==> src/rtl/stt_pkg.sv <==
// Shared types, codes and byte classes for the script text tokenizer.
package stt_pkg;

  // Result kinds
  localparam logic [1:0] KIND_BYTE = 2'd0;
  localparam logic [1:0] KIND_END  = 2'd1;
  localparam logic [1:0] KIND_EOI  = 2'd2;

  // Lexer modes
  localparam logic [2:0] MODE_IDLE    = 3'd0;
  localparam logic [2:0] MODE_SLASH   = 3'd1;
  localparam logic [2:0] MODE_COMMENT = 3'd2;
  localparam logic [2:0] MODE_DQ      = 3'd3;
  localparam logic [2:0] MODE_SQ      = 3'd4;
  localparam logic [2:0] MODE_ANGLE   = 3'd5;
  localparam logic [2:0] MODE_WORD    = 3'd6;

  // Configuration register indexes
  localparam logic [2:0] CFG_SKIP_WHITE    = 3'd0;
  localparam logic [2:0] CFG_MACRO_STRINGS = 3'd1;
  localparam logic [2:0] CFG_CROSS_LINES   = 3'd2;
  localparam logic [2:0] CFG_NO_SEPARATORS = 3'd3;

  // Most results one byte can cause
  localparam int unsigned MaxResults = 4;

  // Byte constants
  localparam logic [7:0] CH_NUL   = 8'h00;
  localparam logic [7:0] CH_NL    = 8'h0A;
  localparam logic [7:0] CH_SPACE = 8'h20;
  localparam logic [7:0] CH_DQ    = 8'h22;
  localparam logic [7:0] CH_SQ    = 8'h27;
  localparam logic [7:0] CH_SLASH = 8'h2F;
  localparam logic [7:0] CH_LT    = 8'h3C;
  localparam logic [7:0] CH_GT    = 8'h3E;
  localparam logic [7:0] CH_TILDE = 8'h7E;

  typedef struct packed {
    logic [1:0] kind;
    logic [7:0] value;
  } res_t;

  // Separator byte test, off when punctuation counts as word bytes
  function automatic logic is_sep(input logic [7:0] c, input logic no_sep);
    logic hit;
    begin
      unique case (c)
        8'h7B, 8'h7D, 8'h29, 8'h28, 8'h3A, 8'h2C, 8'h5B, 8'h5D, 8'h3B,
        8'h2B, 8'h2D, 8'h2A, CH_SLASH, 8'h25, 8'h5E, 8'h3D, CH_LT, CH_GT,
        CH_TILDE: hit = 1'b1;
        default:  hit = 1'b0;
      endcase
      is_sep = hit && !no_sep;
    end
  endfunction

endpackage

==> src/rtl/script_text_tokenizer_top.sv <==
// Script text tokenizer: byte decode, result buffer and output handshake.
// The first result of a byte is offered in the cycle after the byte is accepted. A byte
// with results holds the result buffer until the single output port has drained it; a new
// byte is taken in the cycle its last result leaves, or at once if it had no result.
// Reset: lexer idle, buffer empty, registers at skip_white=1, macro_strings=0,
// cross_lines=1, no_separators=0.
module script_text_tokenizer_top (
  input  logic       clk_i,
  input  logic       rst_ni,
  input  logic       cfg_we_i,
  input  logic [2:0] cfg_index_i,
  input  logic       cfg_wdata_i,
  input  logic       in_valid_i,
  output logic       in_stall_o,
  input  logic [7:0] byte_in_i,
  output logic       out_valid_o,
  input  logic       out_stall_i,
  output logic [1:0] kind_o,
  output logic [7:0] value_o,
  output logic       last_o
);
  import stt_pkg::*;

  logic skip_white_q, macro_strings_q, cross_lines_q, no_separators_q;
  logic [2:0] mode_q, mode_d;
  res_t       res_q [MaxResults];
  res_t       res_d [MaxResults];
  logic [2:0] rem_q, n_d;
  logic [1:0] pos_q;
  logic       in_acc, out_acc;

  // Between-token decode of the incoming byte
  res_t       idle_r [2];
  logic [1:0] idle_n;
  logic [2:0] idle_mode;
  // Word-continuation decode of the incoming byte
  res_t       word_r [3];
  logic [1:0] word_n;
  logic [2:0] word_mode;

  logic [7:0] c;
  logic       c_white, c_sep;

  assign c       = byte_in_i;
  assign c_white = (c <= CH_SPACE);
  assign c_sep   = is_sep(c, no_separators_q);

  // Handle a byte seen between tokens
  always_comb begin
    idle_r[0] = '0;
    idle_r[1] = '0;
    idle_n    = 2'd0;
    idle_mode = MODE_IDLE;
    if (c == CH_NUL) begin
      idle_r[0] = '{kind: KIND_EOI, value: 8'd0};
      idle_n    = 2'd1;
    end else if (c_white) begin
      if (!cross_lines_q && c == CH_NL) begin
        idle_r[0] = '{kind: KIND_END, value: 8'd0};
        idle_n    = 2'd1;
      end else if (!skip_white_q) begin
        idle_r[0] = '{kind: KIND_BYTE, value: c};
        idle_r[1] = '{kind: KIND_END, value: 8'd0};
        idle_n    = 2'd2;
      end
    end else if (c == CH_SLASH) begin
      idle_mode = MODE_SLASH;
    end else if (c == CH_DQ || c == CH_SQ) begin
      idle_mode = (c == CH_DQ) ? MODE_DQ : MODE_SQ;
      if (!macro_strings_q) begin
        idle_r[0] = '{kind: KIND_BYTE, value: c};
        idle_n    = 2'd1;
      end
    end else if (macro_strings_q && c == CH_LT) begin
      idle_mode = MODE_ANGLE;
    end else if (c_sep) begin
      idle_r[0] = '{kind: KIND_BYTE, value: c};
      idle_r[1] = '{kind: KIND_END, value: 8'd0};
      idle_n    = 2'd2;
    end else begin
      idle_mode = MODE_WORD;
      idle_r[0] = '{kind: KIND_BYTE, value: c};
      idle_n    = 2'd1;
    end
  end

  // Handle a byte that follows a word byte
  always_comb begin
    word_r[0] = '0;
    word_r[1] = '0;
    word_r[2] = '0;
    if (c_white || c_sep) begin
      word_r[0] = '{kind: KIND_END, value: 8'd0};
      word_r[1] = idle_r[0];
      word_r[2] = idle_r[1];
      word_n    = idle_n + 2'd1;
      word_mode = idle_mode;
    end else begin
      word_r[0] = '{kind: KIND_BYTE, value: c};
      word_n    = 2'd1;
      word_mode = MODE_WORD;
    end
  end

  // Assemble the result list and next mode for the current lexer mode
  always_comb begin
    logic [7:0] q;
    for (int i = 0; i < MaxResults; i++) res_d[i] = '0;
    n_d    = 3'd0;
    mode_d = mode_q;
    q      = (mode_q == MODE_DQ) ? CH_DQ : CH_SQ;
    unique case (mode_q)
      MODE_SLASH: begin
        if (c == CH_SLASH) begin
          mode_d = MODE_COMMENT;
        end else if (!no_separators_q) begin
          res_d[0] = '{kind: KIND_BYTE, value: CH_SLASH};
          res_d[1] = '{kind: KIND_END, value: 8'd0};
          res_d[2] = idle_r[0];
          res_d[3] = idle_r[1];
          n_d      = 3'd2 + {1'b0, idle_n};
          mode_d   = idle_mode;
        end else begin
          res_d[0] = '{kind: KIND_BYTE, value: CH_SLASH};
          res_d[1] = word_r[0];
          res_d[2] = word_r[1];
          res_d[3] = word_r[2];
          n_d      = 3'd1 + {1'b0, word_n};
          mode_d   = word_mode;
        end
      end
      MODE_COMMENT: begin
        if (c == CH_NL || c == CH_NUL) begin
          res_d[0] = idle_r[0];
          res_d[1] = idle_r[1];
          n_d      = {1'b0, idle_n};
          mode_d   = idle_mode;
        end
      end
      MODE_DQ, MODE_SQ: begin
        if (c == q || c == CH_NUL) begin
          mode_d = MODE_IDLE;
          if (!macro_strings_q) begin
            res_d[0] = '{kind: KIND_BYTE, value: q};
            res_d[1] = '{kind: KIND_END, value: 8'd0};
            res_d[2] = '{kind: KIND_EOI, value: 8'd0};
            n_d      = (c == CH_NUL) ? 3'd3 : 3'd2;
          end else begin
            res_d[0] = '{kind: KIND_END, value: 8'd0};
            res_d[1] = '{kind: KIND_EOI, value: 8'd0};
            n_d      = (c == CH_NUL) ? 3'd2 : 3'd1;
          end
        end else begin
          res_d[0] = '{kind: KIND_BYTE, value: c};
          n_d      = 3'd1;
        end
      end
      MODE_ANGLE: begin
        if (c == CH_GT || c == CH_NUL) begin
          mode_d   = MODE_IDLE;
          res_d[0] = '{kind: KIND_END, value: 8'd0};
          res_d[1] = '{kind: KIND_EOI, value: 8'd0};
          n_d      = (c == CH_NUL) ? 3'd2 : 3'd1;
        end else begin
          res_d[0] = '{kind: KIND_BYTE, value: c};
          n_d      = 3'd1;
        end
      end
      MODE_WORD: begin
        res_d[0] = word_r[0];
        res_d[1] = word_r[1];
        res_d[2] = word_r[2];
        n_d      = {1'b0, word_n};
        mode_d   = word_mode;
      end
      default: begin
        res_d[0] = idle_r[0];
        res_d[1] = idle_r[1];
        n_d      = {1'b0, idle_n};
        mode_d   = idle_mode;
      end
    endcase
  end

  // Handshakes: take a request when the buffer is empty or empties this cycle
  assign out_valid_o = (rem_q != 3'd0);
  assign out_acc     = out_valid_o && !out_stall_i;
  assign in_stall_o  = (rem_q > 3'd1) || ((rem_q == 3'd1) && out_stall_i);
  assign in_acc      = in_valid_i && !in_stall_o;

  assign kind_o  = res_q[pos_q].kind;
  assign value_o = res_q[pos_q].value;
  assign last_o  = (rem_q == 3'd1);

  // Configuration registers
  always_ff @(posedge clk_i or negedge rst_ni) begin
    if (!rst_ni) begin
      skip_white_q    <= 1'b1;
      macro_strings_q <= 1'b0;
      cross_lines_q   <= 1'b1;
      no_separators_q <= 1'b0;
    end else if (cfg_we_i) begin
      if (cfg_index_i == CFG_SKIP_WHITE)    skip_white_q    <= cfg_wdata_i;
      if (cfg_index_i == CFG_MACRO_STRINGS) macro_strings_q <= cfg_wdata_i;
      if (cfg_index_i == CFG_CROSS_LINES)   cross_lines_q   <= cfg_wdata_i;
      if (cfg_index_i == CFG_NO_SEPARATORS) no_separators_q <= cfg_wdata_i;
    end
  end

  // Lexer mode and buffer control
  always_ff @(posedge clk_i or negedge rst_ni) begin
    if (!rst_ni) begin
      mode_q <= MODE_IDLE;
      rem_q  <= 3'd0;
      pos_q  <= 2'd0;
    end else if (in_acc) begin
      mode_q <= mode_d;
      rem_q  <= n_d;
      pos_q  <= 2'd0;
    end else if (out_acc) begin
      rem_q  <= rem_q - 3'd1;
      pos_q  <= pos_q + 2'd1;
    end
  end

  // Load the result list
  always_ff @(posedge clk_i) begin
    if (in_acc) begin
      for (int i = 0; i < MaxResults; i++) res_q[i] <= res_d[i];
    end
  end

  // Checks on buffer control and lexer state
  a_rem_range: assert property (@(posedge clk_i) disable iff (!rst_ni)
    rem_q <= 3'd4)
    else $error("result count above four");

  a_load_empty: assert property (@(posedge clk_i) disable iff (!rst_ni)
    in_acc && (rem_q != 3'd0) |-> (rem_q == 3'd1) && out_acc)
    else $error("result buffer overwritten before drained");

  a_value_zero: assert property (@(posedge clk_i) disable iff (!rst_ni)
    out_valid_o && (kind_o != KIND_BYTE) |-> (value_o == 8'd0))
    else $error("nonzero value on end result");

  a_eoi_idle: assert property (@(posedge clk_i) disable iff (!rst_ni)
    in_acc && (byte_in_i == CH_NUL) |=> (mode_q == MODE_IDLE))
    else $error("lexer not idle after end of data");

endmodule

==> config.mk <==
export PLATFORM = sky130hd
export DESIGN_NAME = script_text_tokenizer_top
export DESIGN_NICKNAME = d
export VERILOG_FILES = /design/src/rtl/stt_pkg.sv /design/src/rtl/script_text_tokenizer_top.sv
export SDC_FILE = /design/constraint.sdc
export NUM_CORES = 1
export LEC_CHECK = 0
export ABC_AREA = 1
export BUFFER_PORTS_ARGS = -buffer_cell sky130_fd_sc_hd__buf_2
export CAP_MARGIN = 5
export CORE_MARGIN = 2
export CORE_UTILIZATION = 55
export CTS_CLUSTER_SIZE = 14
export DETAILED_ROUTE_END_ITERATION = 10
export PLACE_DENSITY_LB_ADDON = 0.3
export SLEW_MARGIN = 20
export SYNTH_ARGS = -nofsm -noshare
export SYNTH_HDL_FRONTEND = slang
export SYNTH_SLANG_ARGS = --single-unit
export TNS_END_PERCENT = 30
==> constraint.sdc <==
create_clock -name clk_i -period 6.6 [get_ports clk_i]
set_clock_uncertainty 0.1 [all_clocks]
set_input_delay 0.33 -clock clk_i [delete_from_list [all_inputs] [get_ports clk_i]]
set_output_delay 0.33 -clock clk_i [all_outputs]
set_load 0.02 [all_outputs]
**Yosys cells after proc, flatten, opt, wreduce, memory -nomap -nowiden**

Memory sizes are Yosys's and may differ from the RTL's.
Cells that the tools add are included.
W data, S select, Z words.

- $lt $le $gt $ge: 2
- Multiply operators: 0
- Div/mod/pow operators: 0
- Reductions and logical operators: 27
- Multiplexer cells: 75
- Equal/unequal tests: 36
- Bitwise gates (word level): 0
- Add/subtract/negate cells: 5
- Shift-type cells: 0

Operators with widths:

| cell | number |
|---|---|
| $mux W20 | 13 |
| $eq A8 B6 Y1 const B | 15 |
| $mux W10 | 10 |
| $pmux W20 S5 | 1 |
| $mux W3 | 18 |
| $eq A8 B7 Y1 const B | 6 |
| $mux W18 | 2 |
| $mux W36 | 1 |
| $mux W2 | 16 |
| $mux W30 | 1 |
| $pmux W10 S3 | 1 |
| $pmux W3 S5 | 2 |
| $mux W9 | 3 |
| $mux W19 | 1 |
| $reduce_or A19 Y1 | 1 |
| $eq A3 B2 Y1 const B | 4 |
| $eq A3 B1 Y1 const B | 3 |
| $eq A3 B3 Y1 const B | 3 |
| $eq A8 B4 Y1 const B | 1 |
| $eq A8 B6 Y1 | 1 |
| $le A8 B6 Y1 const B | 1 |
| $logic_not A8 Y1 | 1 |
| $mux W8 | 1 |
| $reduce_and A2 Y1 | 4 |
| other kinds (15) | 35 |

- Output and inout bits: 13
- Logic and storage cells: 153
- Latch bits: 0
- Memories: 1
- Bits in registers: 12
- Memory bits (read-only): 0
- Bits in writable memories: 40
- Bits of input ports: 17

Memories:

| name | words | width | read ports | clocked after memory_dff | write ports | line | RTL |
|---|---|---|---|---|---|---|---|
| res_q | 4 | 10 | 1 | 0 | 4 | script_text_tokenizer_top.sv:26 | `res_t res_q [MaxResults];` |

**Longest topological paths before layout**

Gate-level depths: netlist (run 1).

- Depth after elaboration: 19
- Depth in mapped cells: 18

**Least setup slack after synthesis (run 1)**

Ideal clock, no wire load.

- Path kind: register -> register
- From: reg rem_q[1]
- To: reg mode_q[0]
- Setup time: 76 ps
- Buffers on the path: 0
- Required time: 6424 ps
- Slack: 3632 ps
- Data arrival time: 2792 ps
- Stages on the path, launching flop included: 11
- Path through: dfrtp_1 -> inv_1 -> ha_1 -> inv_1 -> nor2_1 -> a21oi_1 -> nor2_2 -> nand3_1 -> inv_1 -> nand3_1 -> o21ai_1

- Longest elaborated chain between the ends: 6
- Elaborated cells on any way between the ends: 7

RTL lines:

| item | line | RTL |
|---|---|---|
| start: declaration | script_text_tokenizer_top.sv:28 | `logic [2:0] rem_q, n_d;` |
| start signal: assignment | script_text_tokenizer_top.sv:218 | `rem_q <= n_d;` |
| start signal: assignment | script_text_tokenizer_top.sv:221 | `rem_q <= rem_q - 3'd1;` |
| $eq A3 B1 Y1 | - |  |
| net last_o | script_text_tokenizer_top.sv:20 | `output logic last_o` |
| $logic_and A1 B1 Y1 | script_text_tokenizer_top.sv:188 | `assign in_stall_o = (rem_q > 3'd1) \|\| ((rem_q == 3'd1) && out_stall_i);` |
| $logic_or A1 B1 Y1 | script_text_tokenizer_top.sv:188 |  |
| net in_stall_o | script_text_tokenizer_top.sv:14 | `output logic in_stall_o,` |
| $logic_not A1 Y1 | script_text_tokenizer_top.sv:189 | `assign in_acc = in_valid_i && !in_stall_o;` |
| $logic_and A1 B1 Y1 | script_text_tokenizer_top.sv:189 |  |
| net in_acc | script_text_tokenizer_top.sv:30 | `logic in_acc, out_acc;` |
| $reduce_and A4 Y1 (no line) | - |  |
| end signal: assignment | script_text_tokenizer_top.sv:217 | `mode_q <= mode_d;` |
| end: declaration | script_text_tokenizer_top.sv:25 | `logic [2:0] mode_q, mode_d;` |

The timed path passes the listed nets, and every way through them passes these cells.
A chain may end at the register's enable or synchronous reset.

**Final worst setup path (run 1)**

- From: reg rem_q[1]
- To: reg mode_q[1]

- Longest elaborated chain between the ends: 6
- Elaborated cells on any way between the ends: 7

RTL lines:

| item | line |
|---|---|
| branches (longest 2 deep; another with $gt A3 B1 Y1) | - |
| $logic_or A1 B1 Y1 * | script_text_tokenizer_top.sv:188 |
| $logic_not A1 Y1 * | script_text_tokenizer_top.sv:189 |
| $logic_and A1 B1 Y1 * | script_text_tokenizer_top.sv:189 |
| net in_acc | script_text_tokenizer_top.sv:30 |
| $reduce_and A4 Y1 (no line) * | - |

Mark *: on every way through the listed nets, which the timed path passes.

==> flow_metrics.tcl, run 1 <==
set metrics [dict create \
    clk_path_buf_depth 2 \
    n_antenna_cell 0 \
    core_area_mm2 0.00514 \
    arrival_ns 2.45 \
    slew_headroom 0.587 \
    syn2layout_area_growth_pct 10.4 \
    slowest_stage "buf_4" \
    worst_path_most_repeated_cell "nand2_1" \
    pin_count 30 \
    final_common_cell "nand2_1" \
    synth_edf_count 31 \
    synth_area_mm2 0.00293 \
    initial_utilization 0.571 \
    first_global_vias 2586 \
    end_kind "flop" \
    worstSetupStartpointType "flop" \
    r2r_setup_slack_ns 4.29 \
    netlist-cell-type-count 36 \
    setup_tns_ns 0 \
    viasPerCell 5.61 \
    worstSetupPathType "reg2reg" \
    antenna_found_initial 0 \
    postLayoutCoreUtil 0.630 \
    hold_ws_ns 0.225 \
    cts_buffers 5 \
    grt_util_all_layers 0.253 \
    hold_depth 3 \
    comb_power_share 0.504 \
    overflow 0 \
    cts_tree "yes" \
    synth_seq_cells 43 \
    synth_flop_cell "edfxtp_1" \
    drt_pass1_iterations 5 \
    syn_inst 389 \
    whs_endpoint "skip_white_q" \
    syn_area_per_cell_um2 7.54 \
    vias 2762 \
    critPathMaxStageDelay_ns 0.40 \
    status "complete, no violations" \
    layout_common_cells "76 x nand2_1, 50 x inv_1, 50 x nor2_1, 33 x o21ai_0, 31 x edfxtp_1" \
    max_freq_ghz 0.433 \
    final_nets 442 \
    row_count 26 \
    place_area_mm2 0.00314 \
    clock_latency_ns 0.30 \
    p_clk_frac 0.133 \
    rsz0062_at_grt "false" \
    post_route_cells_drive_above_1_share 0.201 \
    hold_violations 0 \
    critical_path_required_ns 6.74 \
    holdCritStartpoint "cfg_wdata_i" \
    first_iter_violations 199 \
    hold_class "in2reg" \
    worstReg2RegStart "rem_q[1]" \
    p_sw_frac 0.470 \
    fin_crit_ns 2.31 \
    reg2reg_depth 10 \
    cts_root_buffer "clkbuf_8" \
    power.switching_uw 569 \
    dp_hpwl_um 5440 \
    path_cells "inv_1, ha_1, nor4_1, a21oi_1, nor2_2, buf_4, nand3_1, a31oi_1, nand2_1, nand2_1" \
    stdcell_area_mm2 0.00324 \
    worstPathMaxFanout 38 \
    htreeDepth 2 \
    vdd_drop_max_v 0.000161 \
    drv_cap 0 \
    grt_max_degree 39 \
    fill_cells 477 \
    r2r-end "mode_q[1]" \
    grt_pass1_wl_um 12000 \
    worst_slew_pin_slew_ns 0.619 \
    setup_viol 0 \
    cts.sinks 43 \
    yosysWarnings 0 \
    drv_slew 0 \
    power_frac_seq 0.364 \
    gp_congestion 1.06 \
    clk_pin_slew_worst_paths_ns 0.08 \
    drtAntennaViolNets 0 \
    internal_power_uw 642 \
    die_h_um 77.0 \
    die-width_um 77.0 \
    synth.yosys.seq_area_share 0.421 \
    routed_wirelength_um 7120 \
    drc 0 \
    syn_nets 410 \
    port_buffers 29 \
    finalCritPeriodShare 0.350 \
    fp.dieArea_mm2 0.00593 \
    powerDensity_mw_per_mm2 374 \
    leakage_uw 0.00148 \
    wire_per_inst_um 14.5 \
    async_flop_share 0.279 \
]
## layer usage
layer,global-route usage,wire (um),up-vias
met1,0.350,3040,1222
met2,0.394,3330,145
met5,0,0,-
li1,-,-,1376
met3,0.0341,533,19
met4,0.121,217,0
## worst max-delay path by stage
stage,from,endpoint,slack (ns),cells past startpoint
6_report,rem_q[1],mode_q[1],4.29,10
5_1_grt,rem_q[1],mode_q[0],4.00,10
4_1_cts,rem_q[1],mode_q[1],4.30,10
3_5_place_dp,rem_q[1],mode_q[0],4.32,10
3_3_place_gp,mode_q[2],res_q[0][1],4.40,10
2_1_floorplan,rem_q[1],mode_q[0],3.63,10
## Yosys cell counts, drive strengths merged (4+ instances only)
cell     n  area, um2
a21oi   11       58.8
o22ai    9       56.3
edfxtp  31        931
nor2    59        254
inv     62        233
o21ai   39        214
nand4    7       43.8
nand3   32        180
nand2   89        372
clkbuf   4       15.0
nor3    10       65.1
ha       4       50.1
dfrtp   10        250
## power by group through the flow
stage	Sequential [uW]	Combinational [uW]	Clock, uW
detailed placement	446	597	0
global route	451	675	176
finish	440	610	161
global placement	443	586	0
floorplan	417	457	0
CTS	441	600	164
## cell type report
cell class | count | area [um2] | share of cell area
flip-flops and latches | 43 | 1230 | 0.381
clock buffers | 6 | 72.6 | 0.0224
multi-input cells | 278 | 1440 | 0.444
repair buffers | 31 | 163 | 0.0502
well taps | 70 | 87.6 | 0.0270
clock inverters | 2 | 12.5 | 0.00386
inverters | 62 | 233 | 0.0719
## what timing repair did
| item | 4_1_cts | 5_1_grt |
|---|---|---|
| endpoints found under the hold margin | 10 | 0 |
| setup buffers | 0 | 0 |
| gates resized for setup | 0 | 0 |
| setup endpoints to repair | 0 | 0 |
| hold buffers | 1 | 0 |
## flip-flops by register name, indices dropped and copies added, names as in the netlist
register         flops
res_q               31
pos_q                2
macro_strings_q      1
no_separators_q      1
mode_q               3
skip_white_q         1
cross_lines_q        1
rem_q                3
## per-stage QoR
| step | total power, uW | worst slack, ns | std cells |
|---|---|---|---|
| after global placement | 1030 | 4.40 | 483 |
| final | 1210 | 4.29 | 492 |
| after global routing | 1300 | 4.00 | 492 |
| after floorplan | 874 | 3.63 | 389 |
| after detailed placement | 1040 | 4.32 | 483 |
| after CTS | 1200 | 4.30 | 492 |
## critical path, delay by kind of cell, from the launching register on
| family | cells | cell delay [ns] |
|---|---|---|
| simple gates | 5 | 0.76 |
| buf+inv | 2 | 0.50 |
| fa+ha+maj | 1 | 0.21 |
| flops | 1 | 0.39 |
| compound gates | 2 | 0.31 |
## cell families (layout without fill, tap and decap cells)
group / count (synthesis) / count (layout) / share of synthesized area
and+or+nand+nor: 199 / 199 / 0.318
AOI/OAI and AO/OA: 74 / 74 / 0.152
buffers and inverters: 68 / 101 / 0.0896
DFF: 43 / 43 / 0.421
adders and majority gates: 4 / 4 / 0.0171
xor gates and xnor gates: 1 / 1 / 0.00299
Power figures use the tool's default switching activity.
==> inputs of run 2 (changes only) <==
Clock period 6.6 ns to 2.2 ns, I/O delays scaled along.
==> run 2 against run 1 <==
Global-route usage is 1.7 points higher. Sequential cell count unchanged. Sequential power grew to 3.0 times the previous value. Sequential share of layout area down 2.0 points. Setup slack lost 4.2 ns. Die area unchanged. Non-clock buffer count is 13 higher. Hold slack worse by 0.20 ns. Clock power increased to 3.1 times the previous value. Combinational power grew to 3.4 times the previous value. Largest cell class unchanged. Largest power group unchanged. Highest routed layer unchanged.
==> flow_metrics.tcl, run 2 (synthesis gave the netlist of run 1 again) <==
set metrics [dict create \
    finalCritPeriodShare 0.937 \
    hold_ws_ns 0.0297 \
    layout_common_cells "74 x nand2_1, 48 x inv_1, 48 x nor2_1, 33 x o21ai_0, 31 x edfxtp_1" \
    top_regs "res_q x31, mode_q x3, rem_q x3" \
    n_antenna_cell 0 \
    hold_class "in2reg" \
    powerDensity_mw_per_mm2 1140 \
    cts.sinks 43 \
    clk_path_buf_depth 2 \
    cts_root_buffer "clkbuf_8" \
    die-width_um 77.0 \
    drtAntennaViolNets 0 \
    r2r-end "res_q[0][1]" \
    clk_pin_slew_worst_paths_ns 0.08 \
    overflow 0 \
    cpLargestDelayFamily "buffers and inverters" \
    antenna_found_initial 0 \
    regMostFlops "res_q" \
    worstSetupStartpointType "flop" \
    grt_max_degree 32 \
    clock_latency_ns 0.29 \
    r2r_setup_slack_ns 0.14 \
    initial_utilization 0.571 \
    vdd_drop_max_v 0.000584 \
    arrival_ns 1.85 \
    endpoint "value_o[3]" \
    pin_count 30 \
    crit_buf_inv 2 \
    reg2reg_depth 10 \
    cts_setup_buffers 0 \
    worstReg2RegStart "mode_q[2]" \
    post_route_cells_drive_above_1_share 0.248 \
    end_kind "output port" \
    worstSetupPathType "reg2out" \
    first_iter_violations 282 \
    setup_viol 0 \
    first_global_vias 2603 \
    dp_hpwl_um 5970 \
    place_area_mm2 0.00329 \
    fin_crit_ns 2.06 \
    drc 0 \
    cts_tree "yes" \
    slew_headroom 0.584 \
    path_cells "inv_1, nor2_1, o21ai_0, buf_2" \
    critPathMaxStageDelay_ns 0.53 \
    cts_buffers 5 \
    viasPerCell 5.52 \
    fp.dieArea_mm2 0.00593 \
    final_nets 455 \
    syn2layout_area_growth_pct 16.4 \
    drv_slew 0 \
    vias 2788 \
    drt_pass1_iterations 5 \
    worst_slew_pin_slew_ns 0.623 \
    rsz0062_at_grt "true" \
    largest_reg_flops 31 \
    slowest_stage "inv_1" \
    gp_congestion 0.968 \
    grt_pass1_wl_um 12700 \
    final_common_cell "nand2_1" \
    drv_cap 0 \
    fill_cells 462 \
    routed_wirelength_um 7580 \
    grt_util_all_layers 0.270 \
    cp.depth 4 \
    hold_violations 0 \
    wire_per_inst_um 15.0 \
    die_h_um 77.0 \
    status "complete, no violations" \
    port_buffers 29 \
    startpoint "pos_q[0]" \
    max_freq_ghz 0.485 \
    worstPathMaxFanout 21 \
    core_area_mm2 0.00514 \
    row_count 26 \
    stdcell_area_mm2 0.00341 \
    htreeDepth 2 \
    critical_path_required_ns 1.99 \
    leakage_uw 0.00155 \
]
run 2: worst min-delay path, cell delays in order:
cell and delay, ns:
buf_2 0.11, nand4_1 0.09, o21ai_0 0.07
run 2: metrics by stage:
step	utilization	total power (uW)	TNS, ns	worst slack (ns)	cells
after floorplan	-	2690	0	0.0162	389
after global placement	0.641	3300	-0.238	-0.109	495
after detailed placement	0.641	3340	-0.118	-0.0741	495
after CTS	0.663	3840	0	0.00291	505
after global routing	0.664	4170	-0.00850	-0.00850	505
final	0.664	3880	0	0.138	505
run 2: per-layer routing:
layer  vias to the layer above  wire length [um]  GRT usage
li1                       1400                 -          -
met1                      1241              3390      0.392
met2                       127              3360      0.420
met3                        20               619     0.0400
met4                         0               210     0.0839
met5                         -                 0          0
run 2: power by group:
group | switching (uW) | internal [uW] | leakage [uW]
sequential | 172 | 1140 | 0.000430
combinational | 1380 | 686 | 0.00108
clock | 277 | 227 | 0.0000443
total | 1820 | 2050 | 0.00155
run 2: worst min path at each step:
stage	from	end	depth (start not counted)
4_1_cts	cfg_we_i	skip_white_q	3
2_1_floorplan	rst_ni	macro_strings_q	0
3_3_place_gp	rst_ni	pos_q[0]	1
5_1_grt	cfg_we_i	skip_white_q	3
3_5_place_dp	rst_ni	pos_q[1]	1
6_report	cfg_index_i[0]	no_separators_q	3
run 2: timing repair:
| item | in CTS | in global routing |
|---|---|---|
| resized for setup | 1 | 3 |
| pin swaps | 0 | 0 |
| hold buffers | 2 | 0 |
| setup endpoints to repair | 3 | 6 |
| hold endpoints to repair | 13 | 0 |
run 2: final cells by class:
cell class	count	area, um2	area share
clock inverter	3	25.0	0.00733
inverter	62	233	0.0682
clock buffer	5	68.8	0.0202
multi-input combinational	278	1490	0.437
sequential	43	1230	0.361
timing repair buffer	44	275	0.0806
tap	70	87.6	0.0257
